$ cat src/assert_macros.svh
// assertion macros for the vector normalizer
// expects clk_i and rst_ni in the scope of use
`ifndef ASSERT_MACROS_SVH
`define ASSERT_MACROS_SVH
`ifndef SYNTHESIS
`define VN_ASSERT(lbl, prop) \
  lbl: assert property (@(posedge clk_i) disable iff (!rst_ni) prop) \
    else $error("vector3_normalize assertion failed");
`define VN_NEVER(lbl, cond) \
  lbl: assert property (@(posedge clk_i) disable iff (!rst_ni) !(cond)) \
    else $error("vector3_normalize forbidden condition seen");
`else
`define VN_ASSERT(lbl, prop)
`define VN_NEVER(lbl, cond)
`endif
`endif

$ cat src/vn_pkg.sv
// shared widths, constants and stage records for the vector normalizer
// no dependencies
package vn_pkg;

  localparam int unsigned COMP_W     = 32;
  localparam int unsigned OUT_W      = 32;
  localparam int unsigned OUT_FRAC   = 30;
  localparam int unsigned TOL_W      = 31;
  localparam int unsigned SUM_W      = 2 * COMP_W + 2;
  localparam int unsigned RAD_W      = 128;
  localparam int unsigned ROOT_W     = RAD_W / 2;
  localparam int unsigned SREM_W     = ROOT_W + 3;
  localparam int unsigned K_W        = $clog2(ROOT_W);
  localparam int unsigned NORM_STEPS = $clog2(RAD_W) - 1;
  localparam int unsigned DREM_W     = ROOT_W + 1;
  localparam int unsigned QUO_W      = OUT_FRAC + 1;
  localparam int unsigned DIV_STEPS  = QUO_W;

  localparam logic [TOL_W-1:0]        TOL_RESET = TOL_W'(66);
  localparam logic [OUT_W-1:0]        UNIT_ONE  = OUT_W'(1) << OUT_FRAC;
  localparam logic signed [OUT_W-1:0] UNIT_POS  = $signed(UNIT_ONE);
  localparam logic signed [OUT_W-1:0] UNIT_NEG  = -$signed(UNIT_ONE);

  typedef struct packed {
    logic                   too;
    logic [2:0]             neg;
    logic [2:0][COMP_W-1:0] mag;
  } vn_side_t;

  typedef struct packed {
    vn_side_t            side;
    logic [K_W-1:0]      k;
    logic [RAD_W-1:0]    rad;
    logic [ROOT_W-1:0]   root;
    logic [SREM_W-1:0]   rem;
  } vn_sq_t;

  typedef struct packed {
    vn_side_t               side;
    logic [ROOT_W-1:0]      root;
    logic [2:0][DREM_W-1:0] rem;
    logic [2:0][QUO_W-1:0]  quo;
  } vn_dv_t;

endpackage

$ cat src/vn_sqrt_cell.sv
// one root bit of the pipelined integer square root
// depends on vn_pkg
module vn_sqrt_cell (
  input  logic           clk_i,
  input  logic           rst_ni,
  input  logic           en_i,
  input  logic           valid_i,
  input  vn_pkg::vn_sq_t data_i,
  output logic           valid_o,
  output vn_pkg::vn_sq_t data_o
);
  import vn_pkg::*;

  logic [SREM_W-1:0] rem_sh;
  logic [SREM_W-1:0] trial;
  vn_sq_t            data_d;
  vn_sq_t            data_q;
  logic              valid_q;

  always_comb begin
    data_d = data_i;
    // bring down the next two radicand bits
    rem_sh = {data_i.rem[SREM_W-3:0], data_i.rad[RAD_W-1 -: 2]};
    trial  = SREM_W'({data_i.root, 2'b01});
    data_d.rad = data_i.rad << 2;
    if (rem_sh >= trial) begin
      data_d.rem  = rem_sh - trial;
      data_d.root = {data_i.root[ROOT_W-2:0], 1'b1};
    end else begin
      data_d.rem  = rem_sh;
      data_d.root = {data_i.root[ROOT_W-2:0], 1'b0};
    end
  end

  always_ff @(posedge clk_i or negedge rst_ni) begin
    if (!rst_ni) begin
      valid_q <= 1'b0;
    end else if (en_i) begin
      valid_q <= valid_i;
    end
  end

  always_ff @(posedge clk_i) begin
    if (en_i) begin
      data_q <= data_d;
    end
  end

  assign valid_o = valid_q;
  assign data_o  = data_q;
endmodule

$ cat config.mk
export PLATFORM = sky130hd
export DESIGN_NAME = vn_sqrt_cell
export DESIGN_NICKNAME = d
export VERILOG_FILES = /design/src/assert_macros.svh /design/src/vn_pkg.sv /design/src/vn_sqrt_cell.sv
export SDC_FILE = /design/constraint.sdc
export NUM_CORES = 1
export LEC_CHECK = 0
export ABC_AREA = 0
export BUFFER_PORTS_ARGS = -buffer_cell sky130_fd_sc_hd__buf_2
export CAP_MARGIN = 20
export CORE_AREA = 2 2 290 292
export CTS_CLUSTER_SIZE = 30
export DETAILED_ROUTE_END_ITERATION = 10
export DIE_AREA = 0 0 292 294
export PLACE_DENSITY = 0.4
export SKIP_CTS_REPAIR_TIMING = 1
export SLEW_MARGIN = 20
export SYNTH_ARGS = -nofsm -noshare
export SYNTH_HDL_FRONTEND = slang
export SYNTH_SLANG_ARGS = --single-unit
export TNS_END_PERCENT = 50
$ cat constraint.sdc
create_clock -name clk_i -period 0.8 [get_ports clk_i]
set_input_delay 0.12 -clock clk_i [delete_from_list [all_inputs] [get_ports clk_i]]
set_output_delay 0.12 -clock clk_i [all_outputs]
set_load 0.005 [all_outputs]
==> flow_metrics.py, run 1 <==
metrics = {
    "run_status": {
        "outcome": "complete, but fails checks",
        "violations": "hold timing, setup timing",
    },
    "power": {
        "pwr-share-clk_pct": 35.1,
        "seqPwrFrac_pct": 41.3,
        "power.leakage_nw": 12.94,
        "cellPowerDensity_nw_per_um2": 1921,
        "p_sw_mw": 15.38,
        "pwr-share-comb_pct": 23.6,
        "p_sw_share_pct": 26.82,
        "ir_worst_vdd_mv": 1.309,
        "total_power_mw": 57.37,
        "intPower_mw": 41.98,
    },
    "drt": {
        "vias": 15300,
        "drc": 0,
        "routed_via_density": 4.079,
        "drtIter0Drc": 597,
        "wl_per_cell_um": 20.85,
        "ant_nets": 0,
        "drt-total-wl_um": 78210,
        "firstDrtPassIters": 4,
    },
    "critical_path": {
        "crit_arrival_ns": 2.85,
        "endpoint_kind": "register",
        "critPathMaxStageDelay_ns": 0.33,
        "crit_path_max_fanout": 8,
        "crit_top_cell": "buf_6",
        "reg2reg_slack_ns": 0.05,
        "r2r-end": "valid_o",
        "timing.rr.start": "valid_o",
        "r2r_cells": 1,
        "crit_path_cell_trace": "buf_6, ha_4, nand4_1, or2_4, a211oi_4, o21ai_4, a2111oi_4, buf_4, o211ai_2, nand3_2, a31oi_4, buf_6, buf_12, clkbuf_16, nand2_4, o21ai_2",
        "path_class": "primary input to register",
        "cp_slowest_cell": "or2_4",
        "cp_data_required_time_ns": 1.11,
        "crit_path_start_kind": "primary input",
    },
    "sta": {
        "slew_headroom_pct": 64.68,
        "skew_ns": 0,
        "holdWs_ns": -0.02542,
        "period_minus_slack_ns": 2.532,
        "setup_viol": 432,
        "fin_setup_tns_ns": -251.74,
        "tightest_slew_ns": 0.5253,
        "fmax_ghz": 0.3949,
        "rsz0062_at_grt": "yes",
        "slew_viol_final": 0,
        "timing.final.ws_setup_ns": -1.732,
        "hold_violations": 2,
        "finalCritPeriodShare_pct": 316.5,
    },
    "yosys": {
        "syn_area_per_cell_um2": 13.42,
        "synth_area_um2": 15850,
        "yosysSeqAreaShare_pct": 68.95,
        "synthArstFlopShare_pct": 0.2747,
        "syn_inst": 1181,
        "synth_top_flop_cell": "edfxtp_1",
        "yosys_warnings": 0,
        "yosys.cell_types.count": 67,
        "synth_enable_flop_cells": 363,
        "ys_seq_elements": 364,
    },
    "place": {
        "dp_hpwl_um": 60220,
        "gp_routability_congestion": 0.8603,
        "place_inst": 3281,
        "io_buffers": 730,
        "dpl_cell_area_um2": 23450,
    },
    "grt": {
        "grt_use_total_pct": 15.86,
        "grt_max_degree": 59,
        "grt_pass1_vias": 14200,
        "grt_overflow": 0,
        "antenna_found_initial": 23,
        "grt_pass1_wl_um": 99110,
    },
    "cells_and_area": {
        "syn2layout_area_growth_pct": 88.49,
        "most-common-layout-cells": "677 x buf_2, 363 x edfxtp_1, 362 x dlygate4sd3_1",
        "final_common_cell": "buf_2",
        "drive_gt1_share_pct": 48.84,
        "stdcell_count": 3751,
        "finish.instance_area_um2": 29870,
        "nNetsFinal": 3066,
    },
    "clocking": {
        "cts_sinks": 364,
        "clock_latency_ns": 0.56,
        "path_clk_slew_ns": 0.06,
        "cts_tree": "done",
        "htree_num_levels": 2,
        "numCtsBuffers": 43,
        "cts.path.max_buffers": 3,
        "cts-root-buf": "clkbuf_16",
    },
    "floorplan": {
        "die_h_um": 294,
        "start_util_pct": 19.12,
        "coreArea_um2": 82890,
        "io_pins": 735,
        "rows": 106,
        "die_x_um": 292,
        "die-area_um2": 85850,
    },
    "worst_hold_path": {
        "worstHoldStart": "data_i[33]",
        "whs_path_depth": 3,
        "hold_end": "data_o[35]",
        "hp-class": "primary input to register",
    },
    "job": {
        "cap_violations": 0,
    },
}
## stage by stage
step           setup slack (ns)  util [%]
2_1_floorplan            -1.910         -
3_3_place_gp             -2.786     28.29
3_5_place_dp             -2.772     28.29
4_1_cts                  -2.152     30.00
5_1_grt                  -1.794     36.01
6_report                 -1.732     36.03
## power by group through the flow
stage               clock (mW)  combinational [mW]  sequential [mW]
global route              21.4                14.6             23.9
global placement             0                10.8             24.1
detailed placement           0                10.8             24.0
floorplan                    0                3.50             24.2
finish                    20.1                13.5             23.7
CTS                       20.7                10.8             23.7
## worst max path at each step
| stage | startpoint | slack (ns) | cells after the start | endpoint |
|---|---|---|---|---|
| detailed placement | data_i[71] | -2.77 | 15 | data_o[66] |
| global placement | data_i[71] | -2.79 | 15 | data_o[66] |
| floorplan | data_i[80] | -1.91 | 14 | data_o[18] |
| finish | data_i[16] | -1.73 | 16 | data_o[24] |
| global route | data_i[70] | -1.79 | 16 | data_o[26] |
| CTS | data_i[71] | -2.15 | 15 | data_o[66] |
## per-layer routing
layer	global-route usage (%)	vias up	routed length [um]
met5	0	-	110
met4	5.243	16	2308
met3	5.536	103	4981
met2	28.76	478	40670
met1	17.14	7390	30140
li1	-	7312	-
## Yosys cell counts, types with 2 or more instances
library cell	n	area, um^2
clkbuf_1	25	93.84
nand2_1	122	457.9
o221ai_1	2	17.52
buf_6	3	33.78
mux2_4	3	45.04
a31oi_1	10	62.56
xor2_1	26	227.7
nand3_1	9	45.04
buf_4	4	30.03
and3_1	6	37.54
nor3_1	15	75.07
a31o_2	2	17.52
ha_1	66	825.8
or2_2	2	12.51
inv_1	84	315.3
nand2b_1	6	37.54
a21oi_1	91	455.4
nand4_1	26	162.7
or3_1	3	18.77
o21a_1	9	67.56
a21boi_0	3	22.52
o21bai_1	10	75.07
o21ai_0	104	520.5
and2_1	2	12.51
nor4_1	4	25.02
buf_2	10	50.05
o211ai_1	3	22.52
xnor2_1	39	341.6
a211oi_1	5	37.54
o31ai_1	3	22.52
edfxtp_1	363	10900
o21ai_1	12	60.06
nor2_1	48	180.2
a21o_1	24	180.2
nor2b_1	5	31.28
## flip-flops by register name, summed over array words and instances, names as in the netlist
| name | cells |
|---|---|
| data_o | 363 |
| valid_o | 1 |
## critical path, delay by kind of cell
family          cells  cell delay, ns
fa+ha+maj           1            0.29
compound gates      6            0.91
simple gates        4            0.73
buf+inv             5            0.76
## final cells by class
type,instances,area (um^2)
antenna,7,17.52
clock buffer,55,1142
clock inverter,23,276.5
fill,8286,53020
inverter,84,340.3
multi-input combinational,691,5248
sequential,364,10930
tap,1080,1351
timing repair buffer,1447,10570
## logic make-up after synthesis
family	Yosys count	synth area share [%]
xor+xnor	65	3.593
compound gates	301	11.36
buf+inv	127	3.332
other cells	1	0.02366
mux	4	0.3553
simple gates	253	7.177
fa+ha+maj	66	5.211
flops	364	68.95
Note: power is estimated with default switching activity, not from simulation.
==> run 2: changes to the inputs <==
--- a/config.mk
+++ b/config.mk
@@ -20,2 +20 @@
 export SYNTH_SLANG_ARGS = --single-unit
-export TNS_END_PERCENT = 50
==> constraint.sdc (replaced) <==
create_clock -name clk_i -period 0.8 [get_ports clk_i]
set_input_delay 0.16 -clock clk_i [delete_from_list [all_inputs] [get_ports clk_i]]
set_output_delay 0.16 -clock clk_i [all_outputs]
set_load 0.005 [all_outputs]
==> run 2 against run 1 <==
  * The run still ends with hold timing, setup timing left
  * Via count fell by 0.22%
  * Worst hold slack got worse by 0.18 ns
  * Global-route usage rose by 0.51 points
  * Power rose by 2.1%
  * Critical path depth fell by 1
  * Final area barely moved
  * First-iteration DRC count rose by 17%
  * Final cell count fell by 0.16%
  * Sequential cell count did not move
  * Largest cell class unchanged
  * Largest power group unchanged
==> flow_metrics.py, run 2 (synthesis results as in run 1) <==
metrics = {
    "critical_path": {
        "r2r_cells": 1,
        "path_class": "primary input to register",
        "crit_arrival_ns": 2.94,
        "endpoint_kind": "register",
        "cp_slowest_cell": "a211o_4",
        "crit_path_start_kind": "primary input",
        "timing.rr.start": "valid_o",
        "critPathMaxStageDelay_ns": 0.34,
        "crit_path_cell_trace": "buf_8, inv_4, ha_4, o21ai_4, buf_6, a211o_4, a211oi_4, o21ai_4, a2111oi_4, buf_4, o211ai_2, nand3_2, a31oi_4, buf_12, mux2_4",
        "r2r-end": "valid_o",
        "reg2reg_slack_ns": 0.05,
        "crit_path_max_fanout": 8,
        "crit_top_cell": "o21ai_4",
        "cp_data_required_time_ns": 1.13,
    },
    "floorplan": {
        "io_pins": 735,
        "rows": 106,
        "start_util_pct": 19.12,
        "die_h_um": 294,
        "die-area_um2": 85850,
        "die_x_um": 292,
        "coreArea_um2": 82890,
    },
    "grt": {
        "grt_overflow": 0,
        "grt_pass1_vias": 14300,
        "grt_pass1_wl_um": 101500,
        "grt_max_degree": 46,
        "antenna_found_initial": 24,
        "grt_use_total_pct": 16.37,
    },
    "cells_and_area": {
        "most-common-layout-cells": "684 x buf_2, 363 x edfxtp_1, 356 x dlygate4sd3_1",
        "syn2layout_area_growth_pct": 88.42,
        "drive_gt1_share_pct": 48.55,
        "largest_reg_flops": 363,
        "final_common_cell": "buf_2",
        "utilization_pct": 36.02,
        "nNetsFinal": 3056,
        "finish.instance_area_um2": 29860,
    },
    "drt": {
        "drt-total-wl_um": 79700,
        "vias": 15270,
        "ant_nets": 0,
        "drtIter0Drc": 698,
        "wl_per_cell_um": 21.28,
        "firstDrtPassIters": 5,
        "drc": 0,
        "routed_via_density": 4.076,
    },
    "power": {
        "total_power_mw": 58.56,
        "power.leakage_nw": 13.01,
        "ir_worst_vdd_mv": 1.403,
        "cellPowerDensity_nw_per_um2": 1961,
    },
    "sta": {
        "fmax_ghz": 0.3830,
        "timing.final.ws_setup_ns": -1.811,
        "finalCritPeriodShare_pct": 326.4,
        "period_minus_slack_ns": 2.611,
        "setup_viol": 586,
        "hold_violations": 1,
        "rsz0062_at_grt": "yes",
        "skew_ns": 0,
        "holdWs_ns": -0.2070,
        "slew_viol_final": 0,
    },
    "clocking": {
        "path_clk_slew_ns": 0.06,
        "cts_tree": "done",
        "cts_sinks": 364,
        "clock_latency_ns": 0.58,
        "cts-root-buf": "clkbuf_16",
        "numCtsBuffers": 45,
        "htree_num_levels": 2,
        "cts.path.max_buffers": 3,
    },
    "worst_hold_path": {
        "hp-class": "primary input to register",
        "worstHoldStart": "data_i[79]",
        "whs_path_depth": 1,
        "hold_end": "data_o[80]",
    },
    "run_status": {
        "outcome": "complete, but fails checks",
        "violations": "hold timing, setup timing",
    },
    "place": {
        "dpl_cell_area_um2": 23460,
        "io_buffers": 730,
        "gp_routability_congestion": 0.8311,
        "dp_hpwl_um": 61660,
    },
    "job": {
        "cap_violations": 0,
    },
}
[run 2: critical path: cells and delay by family]
| family | cells | cell delay, ns |
|---|---|---|
| adder cells (fa/ha/maj) | 1 | 0.28 |
| multiplexers | 1 | 0.31 |
| buffers and inverters | 5 | 0.61 |
| AND/OR/NAND/NOR | 1 | 0.12 |
| AO/OA/AOI/OAI | 7 | 1.44 |
[run 2: worst max-delay path by stage]
stage	slack, ns	from	endpoint	depth (start not counted)
after floorplan	-1.95	data_i[80]	data_o[18]	14
after global placement	-2.64	data_i[1]	data_o[65]	16
after detailed placement	-2.52	data_i[67]	data_o[24]	17
after CTS	-1.89	data_i[67]	data_o[24]	17
after global routing	-1.91	data_i[82]	data_o[35]	14
final	-1.81	data_i[67]	data_o[35]	15
[run 2: stage by stage]
| stage | std cells | hold slack, ns | TNS, ns | setup slack [ns] |
|---|---|---|---|---|
| 2_1_floorplan | 1182 | -0.1356 | -124.62 | -1.950 |
| 3_3_place_gp | 3272 | -0.06417 | -239.58 | -2.636 |
| 3_5_place_dp | 3272 | -0.06178 | -245.97 | -2.520 |
| 4_1_cts | 3353 | -0.6988 | -305.78 | -1.892 |
| 5_1_grt | 3740 | -0.2471 | -352.61 | -1.910 |
| 6_report | 3745 | -0.2070 | -322.83 | -1.811 |
[run 2: cell type report]
cell class	count	area, um^2
flip-flops and latches	364	10930
repair buffers	1435	10520
fillers	8249	53030
clock inverters	25	351.6
multi-input cells	691	5175
diodes	10	25.02
inverters	84	340.3
clock buffers	56	1167
well taps	1080	1351
[run 2: layer usage]
| metal | share of wire, % | up-vias | global-route usage, % |
|---|---|---|---|
| met1 | 37 | 7357 | 17.39 |
| met4 | 3.5 | 14 | 5.004 |
| met2 | 53 | 487 | 30.52 |
| li1 | - | 7287 | - |
| met5 | 0.12 | - | 0 |
| met3 | 6.5 | 121 | 5.355 |
[run 2: power breakdown]
group          internal [mW]  switching, mW  total, mW
Combinational           7.01           6.49       13.5
Clock                   12.7           8.63       21.3
Sequential              23.1          0.610       23.7
==> run 3: changes to the inputs <==
PLACE_DENSITY = 0.38   (was 0.4)
==> run 3 against run 2 <==
  * The run still ends with hold timing, setup timing left
  * Sequential share of layout area is 0.20 points higher
  * Final cell count grew 0.24%
  * Highest routed layer unchanged
  * Power down 2.7%
  * Final area decreased by 0.53%
  * Largest cell class unchanged
  * Routed wire length fell by 3.7%
==> flow_metrics.py, run 3 (synthesis results as in run 1) <==
metrics = {
    "floorplan": {
        "io_pins": 735,
        "die_x_um": 292,
        "die-area_um2": 85850,
        "start_util_pct": 19.12,
        "rows": 106,
        "die_h_um": 294,
        "coreArea_um2": 82890,
    },
    "critical_path": {
        "crit_end": "data_o[18]",
        "crit_top_cell": "buf_4",
        "crit_path_max_fanout": 8,
        "cp_slowest_cell": "a31oi_4",
        "reg2reg_slack_ns": 0.05,
        "r2r-end": "valid_o",
        "path_class": "primary input to register",
        "cp_data_required_time_ns": 1.12,
        "r2r_cells": 1,
        "crit_path_start_kind": "primary input",
        "timing.rr.start": "valid_o",
        "endpoint_kind": "register",
        "critPathMaxStageDelay_ns": 0.33,
        "startpoint": "data_i[70]",
        "crit_arrival_ns": 2.88,
        "crit_path_cell_trace": "buf_6, inv_4, ha_4, a21o_1, buf_4, a21oi_2, a211oi_4, o21ai_4, a2111oi_4, buf_4, o211ai_2, nand3_2, a31oi_4, buf_12, mux2_4",
    },
    "cells_and_area": {
        "syn2layout_area_growth_pct": 87.42,
        "fillCellCount": 8346,
        "drive_gt1_share_pct": 48.24,
        "nNetsFinal": 3068,
        "most-common-layout-cells": "679 x buf_2, 363 x edfxtp_1, 350 x dlygate4sd3_1",
        "largest_reg_flops": 363,
        "stdcell_count": 3754,
        "final_common_cell": "buf_2",
    },
    "job": {
        "cap_violations": 0,
    },
    "sta": {
        "setup_viol": 432,
        "finalCritPeriodShare_pct": 319.9,
        "rsz0062_at_grt": "yes",
        "period_minus_slack_ns": 2.559,
        "hold_violations": 4,
        "slew_viol_final": 0,
        "holdWs_ns": -0.2205,
        "skew_ns": 0,
        "fin_setup_tns_ns": -273.02,
        "timing.final.ws_setup_ns": -1.759,
        "fmax_ghz": 0.3907,
    },
    "worst_hold_path": {
        "hp-class": "primary input to register",
    },
    "grt": {
        "grt_pass1_wl_um": 99560,
        "grt_pass1_vias": 14360,
        "antenna_found_initial": 22,
        "grt_max_degree": 38,
        "grt_use_total_pct": 15.95,
        "grt_overflow": 0,
    },
    "drt": {
        "firstDrtPassIters": 5,
        "drt-total-wl_um": 76780,
        "drc": 0,
        "ant_nets": 0,
        "wl_per_cell_um": 20.45,
        "drtIter0Drc": 640,
        "vias": 15150,
        "routed_via_density": 4.037,
    },
    "power": {
        "cellPowerDensity_nw_per_um2": 1918,
        "ir_worst_vdd_mv": 1.551,
        "power.leakage_nw": 12.91,
    },
    "place": {
        "dp_slack_ns": -2.617,
        "gp_routability_congestion": 0.8829,
        "place_inst": 3289,
        "io_buffers": 730,
        "dp_hpwl_um": 60280,
    },
    "clocking": {
        "clock_latency_ns": 0.57,
        "numCtsBuffers": 45,
        "cts.path.max_buffers": 3,
        "htree_num_levels": 2,
        "cts-root-buf": "clkbuf_16",
        "path_clk_slew_ns": 0.06,
        "cts_sinks": 364,
        "cts_tree": "done",
    },
    "run_status": {
        "violations": "hold timing, setup timing",
        "outcome": "complete, but fails checks",
    },
}
## run 3: how the worst min path moves through the flow
stage	depth (start not counted)	endpoint	startpoint
after global routing	1	data_o[79]	data_i[78]
after floorplan	0	valid_o	rst_ni
final	1	data_o[79]	data_i[78]
after CTS	1	valid_o	rst_ni
after detailed placement	1	valid_o	rst_ni
after global placement	1	valid_o	rst_ni
## run 3: final cells by class
cell class              instances  area (um^2)  area share, %
clock inverters                20        200.2         0.6741
well taps                    1080         1351          4.550
inverters                      84        345.3          1.163
flip-flops and latches        364        10930          36.79
multi-input cells             691         5099          17.17
diodes                          8        20.02        0.06741
clock buffers                  60         1204          4.053
repair buffers               1447        10560          35.54
## run 3: stage by stage
stage               utilization [%]  power [mW]  cell area, um^2
global placement              28.41       34.98            23550
CTS                           30.10       55.30            24950
global route                  35.82       59.67            29690
detailed placement            28.41       34.94            23550
floorplan                         -       27.73            16070
finish                        35.83       56.97            29700
## run 3: critical path, delay by kind of cell
| family | cells | cell delay, ns |
|---|---|---|
| AOI/OAI and AO/OA | 7 | 1.35 |
| adders and majority gates | 1 | 0.21 |
| buffers and inverters | 5 | 0.69 |
| muxes | 1 | 0.31 |
| and+or+nand+nor | 1 | 0.13 |
## run 3: power by group
part / switching (mW) / internal [mW]
registers: 0.556 / 23.1
logic: 6.34 / 7.03
clock network: 8.59 / 11.3
total: 15.5 / 41.5
## run 3: routing by layer
metal	up-vias	GRT usage (%)	part of all wire (%)	routed length, um
met2	469	29.67	52	40040
met5	-	0	0.16	126
met3	115	5.914	6.5	5017
met1	7253	16.37	38	28950
li1	7299	-	-	-
met4	18	5.368	3.4	2643
